**config.mk**
```make
export PLATFORM = sky130hd
export DESIGN_NAME = multi_channel_encoder_volume_core
export DESIGN_NICKNAME = d
export VERILOG_FILES = /design/src/mcev_pkg.sv /design/src/multi_channel_encoder_volume_core.sv /design/src/mcev_ctrl.sv /design/src/mcev_datapath.sv
export SDC_FILE = /design/constraint.sdc
export NUM_CORES = 1
export LEC_CHECK = 0
export BUFFER_PORTS_ARGS = -buffer_cell sky130_fd_sc_hd__buf_2
export CORE_MARGIN = 2
export CORE_UTILIZATION = 55
export DETAILED_ROUTE_END_ITERATION = 7
export GPL_ROUTABILITY_DRIVEN = 0
export PLACE_DENSITY = 0.79
export SYNTH_ARGS = -nofsm -noshare
export SYNTH_HDL_FRONTEND = slang
export SYNTH_SLANG_ARGS = --single-unit
```
**constraint.sdc**
```tcl
create_clock -name aclk -period 14.9 [get_ports aclk]
set_input_delay 1.49 -clock aclk [delete_from_list [all_inputs] [get_ports aclk]]
set_output_delay 1.49 -clock aclk [all_outputs]
set_load 0.01 [all_outputs]
```
**src/mcev_pkg.sv**
```systemverilog
// Shared constants, controller/datapath interface structs and the host level table
// for the multi-channel encoder volume block. No dependencies.
package mcev_pkg;

    localparam int NUM_CHANNELS = 5;
    localparam int PIN_W        = 5;
    localparam int ACTIVE_CH    = (NUM_CHANNELS < PIN_W) ? NUM_CHANNELS : PIN_W;
    localparam int IDX_W        = (ACTIVE_CH > 1) ? $clog2(ACTIVE_CH) : 1;
    localparam int CHAN_W       = 3;
    localparam int VOL_W        = 7;
    localparam int HOST_W       = 10;
    localparam int VOL_MAX      = 100;
    localparam int HOST_MAX     = 1023;
    localparam int STEP_RESET   = 5;
    localparam int LUT_DEPTH    = 1 << VOL_W;

    typedef logic [LUT_DEPTH-1:0][HOST_W-1:0] host_lut_t;

    typedef struct packed {
        logic capture;   // take the offered sample word
        logic step;      // process the current channel and advance
    } ctrl_cmd_t;

    typedef struct packed {
        logic primed;
        logic last_chan;
        logic out_free;
    } dp_status_t;

    // volume*1023/100 truncated, built by repeated subtraction at elaboration
    function automatic host_lut_t build_host_lut();
        host_lut_t   t;
        int unsigned acc;
        int unsigned q;
        acc = 0;
        q   = 0;
        for (int v = 0; v < LUT_DEPTH; v++) begin
            t[v] = HOST_W'(q);
            acc  = acc + HOST_MAX;
            for (int k = 0; k < 11; k++) begin
                if (acc >= VOL_MAX) begin
                    acc = acc - VOL_MAX;
                    q   = q + 1;
                end
            end
        end
        return t;
    endfunction

    localparam host_lut_t HOST_LUT = build_host_lut();

endpackage

```
**src/multi_channel_encoder_volume_core.sv**
```systemverilog
// Top level of the multi-channel rotary encoder volume block.
// Depends on mcev_pkg, mcev_ctrl and mcev_datapath.
//
//   channel   handshake           payload
//   s_*       s_valid / s_ready   pin_a, pin_b, pin_switch (one sample word)
//   m_*       m_valid / m_ready   channel, volume, muted, host_level, last
//   cfg_*     cfg_wr_en           cfg_wr_data -> step size
//
// A sample word is taken in ST_IDLE, then the channels are walked one per cycle while
// the output register is free; s_ready stays low until the walk has ended.
// Synchronous active-low reset: volumes 100, unmuted, step 5; the first word
// after reset only primes the edge detectors and produces no output.
// While a result word waits with m_ready low, the walk holds at the next channel.
module multi_channel_encoder_volume_core
    import mcev_pkg::*;
(
    input  logic               aclk,
    input  logic               aresetn,
    input  logic               cfg_wr_en,
    input  logic [VOL_W-1:0]   cfg_wr_data,
    input  logic               s_valid,
    output logic               s_ready,
    input  logic [PIN_W-1:0]   s_pin_a,
    input  logic [PIN_W-1:0]   s_pin_b,
    input  logic [PIN_W-1:0]   s_pin_switch,
    output logic               m_valid,
    input  logic               m_ready,
    output logic [CHAN_W-1:0]  m_channel,
    output logic [VOL_W-1:0]   m_volume,
    output logic               m_muted,
    output logic [HOST_W-1:0]  m_host_level,
    output logic               m_last
);

    ctrl_cmd_t  cmd;
    dp_status_t status;

    mcev_ctrl u_ctrl (
        .aclk    (aclk),
        .aresetn (aresetn),
        .s_valid (s_valid),
        .s_ready (s_ready),
        .status  (status),
        .cmd     (cmd)
    );

    mcev_datapath u_datapath (
        .aclk         (aclk),
        .aresetn      (aresetn),
        .cfg_wr_en    (cfg_wr_en),
        .cfg_wr_data  (cfg_wr_data),
        .s_pin_a      (s_pin_a),
        .s_pin_b      (s_pin_b),
        .s_pin_switch (s_pin_switch),
        .cmd          (cmd),
        .status       (status),
        .m_valid      (m_valid),
        .m_ready      (m_ready),
        .m_channel    (m_channel),
        .m_volume     (m_volume),
        .m_muted      (m_muted),
        .m_host_level (m_host_level),
        .m_last       (m_last)
    );

endmodule

```
**src/mcev_ctrl.sv**
```systemverilog
// Sequencer for the encoder volume block: accepts a sample word, then walks the channels.
// Depends on mcev_pkg.
module mcev_ctrl
    import mcev_pkg::*;
(
    input  logic       aclk,
    input  logic       aresetn,
    input  logic       s_valid,
    output logic       s_ready,
    input  dp_status_t status,
    output ctrl_cmd_t  cmd
);

    typedef enum logic [1:0] {
        ST_IDLE = 2'b01,
        ST_SCAN = 2'b10
    } state_t;

    state_t state_reg, state_next;

    assign s_ready = (state_reg == ST_IDLE);

    always_comb begin
        state_next  = state_reg;
        cmd.capture = 1'b0;
        cmd.step    = 1'b0;
        case (state_reg)
            ST_IDLE: begin
                if (s_valid) begin
                    cmd.capture = 1'b1;
                    // first word after reset only primes the edge detectors
                    if (status.primed) begin
                        state_next = ST_SCAN;
                    end
                end
            end
            ST_SCAN: begin
                if (status.out_free) begin
                    cmd.step = 1'b1;
                    if (status.last_chan) begin
                        state_next = ST_IDLE;
                    end
                end
            end
            default: begin
                state_next = ST_IDLE;
            end
        endcase
    end

    always_ff @(posedge aclk) begin
        if (!aresetn) begin
            state_reg <= ST_IDLE;
        end else begin
            state_reg <= state_next;
        end
    end

    a_capture_idle: assert property (@(posedge aclk) disable iff (!aresetn)
        cmd.capture |-> state_reg == ST_IDLE)
        else $error("capture outside idle");

    a_step_scan: assert property (@(posedge aclk) disable iff (!aresetn)
        cmd.step |-> (state_reg == ST_SCAN) && status.out_free)
        else $error("step while output blocked or not scanning");

    a_state_onehot: assert property (@(posedge aclk) disable iff (!aresetn)
        $onehot(state_reg))
        else $error("state not one-hot");

endmodule

```
**src/mcev_datapath.sv**
```systemverilog
// Per-channel encoder state, volume update, host level lookup and output register.
// Depends on mcev_pkg.
module mcev_datapath
    import mcev_pkg::*;
(
    input  logic               aclk,
    input  logic               aresetn,
    input  logic               cfg_wr_en,
    input  logic [VOL_W-1:0]   cfg_wr_data,
    input  logic [PIN_W-1:0]   s_pin_a,
    input  logic [PIN_W-1:0]   s_pin_b,
    input  logic [PIN_W-1:0]   s_pin_switch,
    input  ctrl_cmd_t          cmd,
    output dp_status_t         status,
    output logic               m_valid,
    input  logic               m_ready,
    output logic [CHAN_W-1:0]  m_channel,
    output logic [VOL_W-1:0]   m_volume,
    output logic               m_muted,
    output logic [HOST_W-1:0]  m_host_level,
    output logic               m_last
);

    logic [VOL_W-1:0]                  step_reg;
    logic                              primed_reg;
    logic [ACTIVE_CH-1:0]              prev_a_reg, prev_sw_reg, mute_reg;
    logic [ACTIVE_CH-1:0][VOL_W-1:0]   level_reg;
    logic [ACTIVE_CH-1:0]              a_reg, b_reg, sw_reg, mask_reg;
    logic [IDX_W-1:0]                  idx_reg;

    logic                              out_valid_reg;
    logic [CHAN_W-1:0]                 out_chan_reg;
    logic [VOL_W-1:0]                  out_vol_reg;
    logic                              out_mute_reg;
    logic [HOST_W-1:0]                 out_host_reg;
    logic                              out_last_reg;

    logic                              ca, cb, cs, a_edge, sw_edge, mute_next;
    logic [VOL_W:0]                    vol_sum;
    logic [VOL_W-1:0]                  vol_next;
    logic [ACTIVE_CH-1:0]              edge_mask;
    logic                              load_out;

    assign edge_mask = (s_pin_a[ACTIVE_CH-1:0] ^ prev_a_reg)
                     | (s_pin_switch[ACTIVE_CH-1:0] ^ prev_sw_reg);

    assign ca      = a_reg[idx_reg];
    assign cb      = b_reg[idx_reg];
    assign cs      = sw_reg[idx_reg];
    assign a_edge  = ca ^ prev_a_reg[idx_reg];
    assign sw_edge = cs ^ prev_sw_reg[idx_reg];
    assign vol_sum = {1'b0, level_reg[idx_reg]} + {1'b0, step_reg};

    always_comb begin
        vol_next = level_reg[idx_reg];
        if (a_edge) begin
            if (cb != ca) begin
                vol_next = (vol_sum > (VOL_W+1)'(VOL_MAX)) ? VOL_W'(VOL_MAX)
                                                           : vol_sum[VOL_W-1:0];
            end else begin
                vol_next = (level_reg[idx_reg] < step_reg) ? '0
                                                           : level_reg[idx_reg] - step_reg;
            end
        end
    end

    // only a press (falling switch level) toggles mute
    assign mute_next = mute_reg[idx_reg] ^ (sw_edge & ~cs);
    assign load_out  = cmd.step & mask_reg[0];

    assign status.primed    = primed_reg;
    assign status.last_chan = (idx_reg == IDX_W'(ACTIVE_CH - 1));
    assign status.out_free  = ~out_valid_reg | m_ready;

    always_ff @(posedge aclk) begin
        if (!aresetn) begin
            step_reg    <= VOL_W'(STEP_RESET);
            primed_reg  <= 1'b0;
            prev_a_reg  <= '0;
            prev_sw_reg <= '1;
            mute_reg    <= '0;
            for (int i = 0; i < ACTIVE_CH; i++) begin
                level_reg[i] <= VOL_W'(VOL_MAX);
            end
            idx_reg     <= '0;
            mask_reg    <= '0;
        end else begin
            if (cfg_wr_en) begin
                step_reg <= cfg_wr_data;
            end
            if (cmd.capture) begin
                idx_reg  <= '0;
                mask_reg <= edge_mask;
                if (!primed_reg) begin
                    prev_a_reg  <= s_pin_a[ACTIVE_CH-1:0];
                    prev_sw_reg <= s_pin_switch[ACTIVE_CH-1:0];
                    primed_reg  <= 1'b1;
                end
            end
            if (cmd.step) begin
                level_reg[idx_reg]   <= vol_next;
                mute_reg[idx_reg]    <= mute_next;
                prev_a_reg[idx_reg]  <= ca;
                prev_sw_reg[idx_reg] <= cs;
                mask_reg             <= mask_reg >> 1;
                if (!status.last_chan) begin
                    idx_reg <= idx_reg + 1'b1;
                end
            end
        end
    end

    // sample word, held for the channel walk
    always_ff @(posedge aclk) begin
        if (cmd.capture) begin
            a_reg  <= s_pin_a[ACTIVE_CH-1:0];
            b_reg  <= s_pin_b[ACTIVE_CH-1:0];
            sw_reg <= s_pin_switch[ACTIVE_CH-1:0];
        end
    end

    always_ff @(posedge aclk) begin
        if (!aresetn) begin
            out_valid_reg <= 1'b0;
        end else if (load_out) begin
            out_valid_reg <= 1'b1;
        end else if (m_ready) begin
            out_valid_reg <= 1'b0;
        end
    end

    always_ff @(posedge aclk) begin
        if (load_out) begin
            out_chan_reg <= CHAN_W'(idx_reg);
            out_vol_reg  <= vol_next;
            out_mute_reg <= mute_next;
            out_host_reg <= mute_next ? '0 : HOST_LUT[vol_next];
            out_last_reg <= ((mask_reg >> 1) == '0);
        end
    end

    assign m_valid      = out_valid_reg;
    assign m_channel    = out_chan_reg;
    assign m_volume     = out_vol_reg;
    assign m_muted      = out_mute_reg;
    assign m_host_level = out_host_reg;
    assign m_last       = out_last_reg;

    a_vol_range: assert property (@(posedge aclk) disable iff (!aresetn)
        m_valid |-> m_volume <= VOL_W'(VOL_MAX))
        else $error("volume above full scale");

    a_mute_host: assert property (@(posedge aclk) disable iff (!aresetn)
        (m_valid && m_muted) |-> m_host_level == '0)
        else $error("muted channel with nonzero host level");

    a_idx_range: assert property (@(posedge aclk) disable iff (!aresetn)
        idx_reg <= IDX_W'(ACTIVE_CH - 1))
        else $error("channel index out of range");

    a_last_empty: assert property (@(posedge aclk) disable iff (!aresetn)
        (load_out && ((mask_reg >> 1) == '0)) |=> mask_reg == '0)
        else $error("edges left after last word");

endmodule
```
==> impl_metrics.json, run 1 <==
{
  "antenna_found_initial": 0,
  "critical_path_required_ns": 15.00,
  "synth_edf_count": 37,
  "wl_met3_um": 1890,
  "dp_hpwl_um": 12400,
  "yosys_most_used_dff": "dfxtp_1",
  "p_per_area_nw_per_um2": 110,
  "cp_cell_sequence": "inv_1 -> nor3_2 -> a22oi_1 -> inv_1 -> ha_1 -> fa_1 -> nand2b_1 -> a211oi_1 -> o21ai_0 -> a211o_1 -> a32o_1 -> a41oi_1 -> a21o_1 -> inv_1 -> ha_1 -> or3_1 -> a211oi_1 -> a21oi_1 -> a311oi_1 -> a21oi_1",
  "setup_tns_ns": 0,
  "core_um2": 12700,
  "synth_commonest_cells": "nand2_1 (109), dfxtp_1 (69), o21ai_0 (57)",
  "io_buffers": 50,
  "setup_ws_ns": 8.21,
  "setup_viol": 0,
  "crit_path_start_kind": "flop",
  "yosys.area_share.simple": 0.183,
  "relSlewSlack": 0.275,
  "syn_inst": 849,
  "finalHoldViolations": 0,
  "drive_gt1_frac": 0.122,
  "synth_fa_ha_area_frac": 0.0557,
  "synth_compound_area_frac": 0.249,
  "crit_family": "compound AO/OA/AOI/OAI gates",
  "place_ws_ns": 8.37,
  "h-tree-depth": 3,
  "rsz0062_at_grt": "no",
  "yosysTopAreaCell": "dfxtp_1",
  "yosys.cell_types.count": 81,
  "largest_reg_flops": 35,
  "whs_ns": 0.485,
  "synth_xor_area_frac": 0.0298,
  "dpl_cell_area_um2": 7420,
  "synthesis.area_um2": 7230,
  "synth_area_leaders": "dfxtp_1 (19%), edfxtp_1 (15%), nand2_1 (5.7%)",
  "worst_slew_pin_slew_ns": 1.09,
  "final_area_um2": 7730,
  "critPathMaxFanout": 23,
  "period_needed_ns": 6.69,
  "rows": 41,
  "cts_buffers": 9,
  "gr-usage-all-layers": 0.271,
  "syn_avg_cell_area_um2": 8.51,
  "die_x_um": 119,
  "routed_via_density": 6.38,
  "synth.top_cell.area_share": 0.191,
  "wl_met1_um": 8150,
  "cts_tree": "built",
  "synth_fp_nets": 907,
  "grt_pass1_wl_um": 31000,
  "cts_sinks": 106,
  "drt_pass1_iterations": 5,
  "path_class": "flop to flop",
  "syn_to_final_growth_pct": 6.98,
  "p_leak_nw": 2.97,
  "grt-ovfl-total": 0,
  "drv_cap": 0,
  "hold_path_class": "flop to flop",
  "clkTransAtPathRegs_ns": 0.07,
  "clock_latency_ns": 0.36,
  "max_stage_delay_ns": 0.78,
  "fin_nets": 904,
  "outcome": "finished, final reports clean",
  "drt-initial-drc-count": 909,
  "period_share": 0.449,
  "maxSlewViolCount": 0,
  "grt_pass1_vias": 6061,
  "wl_per_cell_um": 18.3,
  "peakVddDrop_v": 0.0000623,
  "postCtsHoldBufs": 0,
  "post-cts-setup-buffer-count": 0,
  "yosys_register_bits": 106,
  "root_buffer": "clkbuf_16",
  "drc": 0,
  "crit_buf_inv": 3,
  "final_cells": 1023,
  "ios": 51,
  "fp.dieH_um": 119,
  "synth_top_family_by_area": "compound AO/OA/AOI/OAI gates",
  "fmax_ghz": 0.149,
  "cp.arrival_ns": 6.79,
  "wl_met2_um": 8260,
  "cpMaxStageDelayCell": "nor3_2",
  "cts_buffer_depth": 2,
  "fin_worst_skew_ns": 0.0128,
  "synth_warnings": 0,
  "async_flop_share": 0,
  "antenna_cells": 0,
  "muxShareOfSynthArea": 0.0744,
  "dp_cells": 1007,
  "num_vias": 6529,
  "fp.dieArea_um2": 14100,
  "drt.antenna.violating_nets": 0,
  "totalWireLength_um": 18800,
  "worst_path_most_repeated_cell": "inv_1",
  "cts_resized": 0,
  "grt_max_degree": 69,
  "end_kind": "flop",
  "initial_core_util": 0.568,
  "ys_seq_area_frac": 0.345,
  "synth_most_common_cell": "nand2_1",
  "top_layer": "met4"
}
## per-stage QoR
stage,util,power (mW)
floorplan,-,0.540
global placement,0.583,0.596
detailed placement,0.583,0.597
CTS,0.608,0.844
global route,0.608,0.891
finish,0.608,0.848
## power breakdown
part	leakage (nW)	internal [mW]	switching, mW	total, mW
clock	0.153	0.133	0.113	0.246
sequential	0.904	0.311	0.00512	0.316
combinational	1.92	0.0985	0.187	0.285
total	2.97	0.543	0.305	0.848
## cells in the final DEF, fill, tap and decap left out, types with 5 or more instances in the layout
| cell | count |
|---|---|
| or3_1 | 5 |
| a211oi_1 | 9 |
| a22oi_1 | 5 |
| nor3_1 | 22 |
| a221oi_1 | 7 |
| nand2_1 | 109 |
| and2_1 | 23 |
| clkbuf_16 | 9 |
| nor2_1 | 55 |
| o221ai_1 | 6 |
| mux2i_1 | 29 |
| nand3_1 | 23 |
| inv_1 | 25 |
| a21oi_1 | 53 |
| xnor2_1 | 18 |
| a31oi_1 | 10 |
| nand2b_1 | 7 |
| o21ai_0 | 57 |
| buf_4 | 8 |
| nor2b_1 | 21 |
| a21o_1 | 5 |
| mux4_2 | 9 |
| buf_2 | 50 |
| a22o_1 | 8 |
| edfxtp_1 | 37 |
| a21boi_0 | 10 |
| o21ai_1 | 5 |
| dfxtp_1 | 69 |
| nand4_1 | 5 |
| ha_1 | 29 |
| o22ai_1 | 7 |
| o211ai_1 | 33 |
## path summary, 6_finish.rpt
check,slack (ns),depth (start not counted),endpoint,from
setup / recovery,8.21,20,u_datapath.m_host_level[1],u_datapath.idx_reg[2]
setup reg to reg,8.21,20,u_datapath.m_host_level[1],u_datapath.idx_reg[2]
hold / removal,0.48,2,u_datapath.level_reg[6],u_datapath.level_reg[6]
hold reg to reg,0.48,2,u_datapath.level_reg[6],u_datapath.level_reg[6]
## metal layers
metal	track usage	vias to the layer above
li1	-	3088
met1	0.378	3029
met2	0.411	355
met3	0.0656	57
met4	0.0952	0
met5	0	-
## kinds of logic (layout without fill, tap and decap cells)
| group | count (synthesis) | count (layout) |
|---|---|---|
| simple gates | 284 | 284 |
| buf+inv | 102 | 104 |
| fa+ha+maj | 31 | 31 |
| compound gates | 262 | 262 |
| flops | 106 | 106 |
| mux | 42 | 42 |
| xor+xnor | 22 | 22 |
## tightest hold or removal path: cells and delay by family (launching register included)
kind | cells | cell delay [ns]
compound gates | 1 | 0.07
flops | 1 | 0.33
simple gates | 1 | 0.05
## cell type report
| type | count | area (um2) |
|---|---|---|
| clock buffer | 9 | 225 |
| multi-input combinational | 641 | 4290 |
| clock inverter | 7 | 83.8 |
| inverter | 30 | 114 |
| sequential | 106 | 2490 |
| fill | 1137 | 4990 |
| timing repair buffer | 58 | 310 |
| tap | 172 | 215 |
(Power assumes the default switching activity.)
==> inputs of run 2 (changes only) <==
clock period = 6.63 ns   (was 14.9 ns; I/O delays follow)
==> run 2 against run 1 <==
Net effect: combinational power increased by 130%; clock skew rose by 0.0050 ns; sequential cell count did not move; cell area up 1.2%; final cell count grew 0.78%; via count up 0.51%; fmax increased by 12%; critical path type unchanged; critical endpoint is now u_datapath.m_host_level[3]; largest cell class unchanged.
==> impl_metrics.json, run 2 (same netlist as run 1, synthesis figures left out) <==
{
  "grt_max_degree": 69,
  "postCtsHoldBufs": 0,
  "path_class": "flop to flop",
  "antenna_found_initial": 0,
  "drt.antenna.violating_nets": 0,
  "drv_cap": 0,
  "rsz0062_at_grt": "no",
  "wl_per_cell_um": 18.6,
  "die_x_um": 119,
  "pwr-share-seq": 0.361,
  "num_vias": 6562,
  "outcome": "finished, final reports clean",
  "h-tree-depth": 3,
  "post-cts-setup-buffer-count": 0,
  "clkTransAtPathRegs_ns": 0.08,
  "totalWireLength_um": 19100,
  "cts_buffer_depth": 2,
  "drc": 0,
  "fin_nets": 912,
  "root_buffer": "clkbuf_16",
  "crit_path_start_kind": "flop",
  "setup_viol": 0,
  "end_kind": "flop",
  "grt_pass1_vias": 6065,
  "peakVddDrop_v": 0.000133,
  "setup_tns_ns": 0,
  "dpl_cell_area_um2": 7480,
  "ios": 51,
  "relSlewSlack": 0.257,
  "grt-busiest-layer": "met2",
  "use_met2": 0.402,
  "critPathMaxFanout": 15,
  "gr-usage-all-layers": 0.271,
  "p_per_area_nw_per_um2": 251,
  "io_buffers": 50,
  "fin_worst_skew_ns": 0.0179,
  "routed_via_density": 6.36,
  "whs_ns": 0.477,
  "p_int_mw": 1.26,
  "dp_hpwl_um": 12800,
  "cts_resized": 0,
  "layout_common_cells": "nand2_1 (109), dfxtp_1 (69), o21ai_0 (57)",
  "grt_util_met1": 0.379,
  "swShare": 0.361,
  "largest_reg_flops": 35,
  "final_common_cell": "nand2_1",
  "comb_power_share": 0.336,
  "maxSlewViolCount": 0,
  "drive_gt1_frac": 0.132,
  "period_needed_ns": 5.96,
  "syn_to_final_growth_pct": 8.28,
  "critical_path_required_ns": 6.74,
  "cts_buffers": 9,
  "rows": 41,
  "cts_sinks": 106,
  "grtUsageMet3": 0.0632,
  "worst_slew_pin_slew_ns": 1.11,
  "grt_pass1_wl_um": 31000,
  "clock_latency_ns": 0.37,
  "final_area_um2": 7830,
  "fp.dieArea_um2": 14100,
  "p_sw_uw": 709,
  "p_leak_nw": 3.02,
  "drt_pass1_iterations": 7,
  "fmax_ghz": 0.168,
  "fp.dieH_um": 119,
  "clkPwrFrac": 0.303,
  "grt-ovfl-total": 0,
  "hold_path_class": "input port to flop",
  "period_share": 0.898,
  "core_um2": 12700,
  "antenna_cells": 0,
  "cp.arrival_ns": 6.07,
  "finalHoldViolations": 0,
  "drt-initial-drc-count": 973,
  "cts_tree": "built",
  "initial_core_util": 0.568
}
[run 2: cell count changes in the layout (fill, tap and decap cells not counted)]
cell	before	now
buf_4	8	16
inv_6	2	0
clkbuf_16	9	10
clkinv_1	2	1
clkinv_2	2	1
clkinv_8	1	2
clkinvlp_4	0	1
inv_8	1	2
[run 2: critical path: stages, from the launching register on]
cell,delay (ns)
dfxtp_1,0.61
inv_1,0.39
nor3_2,0.55
a22o_1,0.34
ha_1,0.33
nand2b_1,0.21
a211oi_1,0.38
or3_1,0.18
a211o_1,0.13
a32o_1,0.18
nand2_1,0.06
o41a_1,0.59
inv_1,0.30
ha_1,0.46
nor3_1,0.11
or4_1,0.50
mux2i_1,0.14
o21ai_1,0.07
a21o_1,0.16
[run 2: final cells by class]
cell class                 instances  area [um2]
sequential                       106        2490
clock buffer                      10         250
tap                              172         215
multi-input combinational        641        4290
timing repair buffer              66         370
clock inverter                     6        92.6
fill                            1116        4900
inverter                          30         114
[run 2: layer usage]
metal,up-vias,share of wire
li1,3097,-
met1,3041,0.43
met2,371,0.44
met3,53,0.098
met4,0,0.030
met5,-,0
[run 2: power groups by stage]
stage	Clock, mW	Combinational, mW	Sequential [mW]
global route	0.623	0.718	0.712
CTS	0.602	0.637	0.710
global placement	0	0.631	0.725
finish	0.596	0.661	0.710
floorplan	0	0.492	0.722
detailed placement	0	0.633	0.725
[run 2: worst paths after layout]
kind                           endpoint  depth (start not counted)                    from  slack [ns]
max          u_datapath.m_host_level[3]                         18   u_datapath.idx_reg[2]        0.67
min                 u_datapath.b_reg[0]                          1              s_pin_b[0]        0.48
max reg2reg  u_datapath.m_host_level[3]                         18   u_datapath.idx_reg[2]        0.67
min reg2reg      u_datapath.mute_reg[1]                          2  u_datapath.mute_reg[1]        0.48
[run 2: through the flow]
step           setup WS, ns  total power [mW]  instances   util
2_1_floorplan         0.746              1.21        849      -
3_3_place_gp          0.980              1.36       1015  0.588
3_5_place_dp          0.819              1.36       1015  0.588
4_1_cts               0.792              1.95       1031  0.615
5_1_grt               0.281              2.05       1031  0.615
6_report              0.674              1.97       1031  0.615
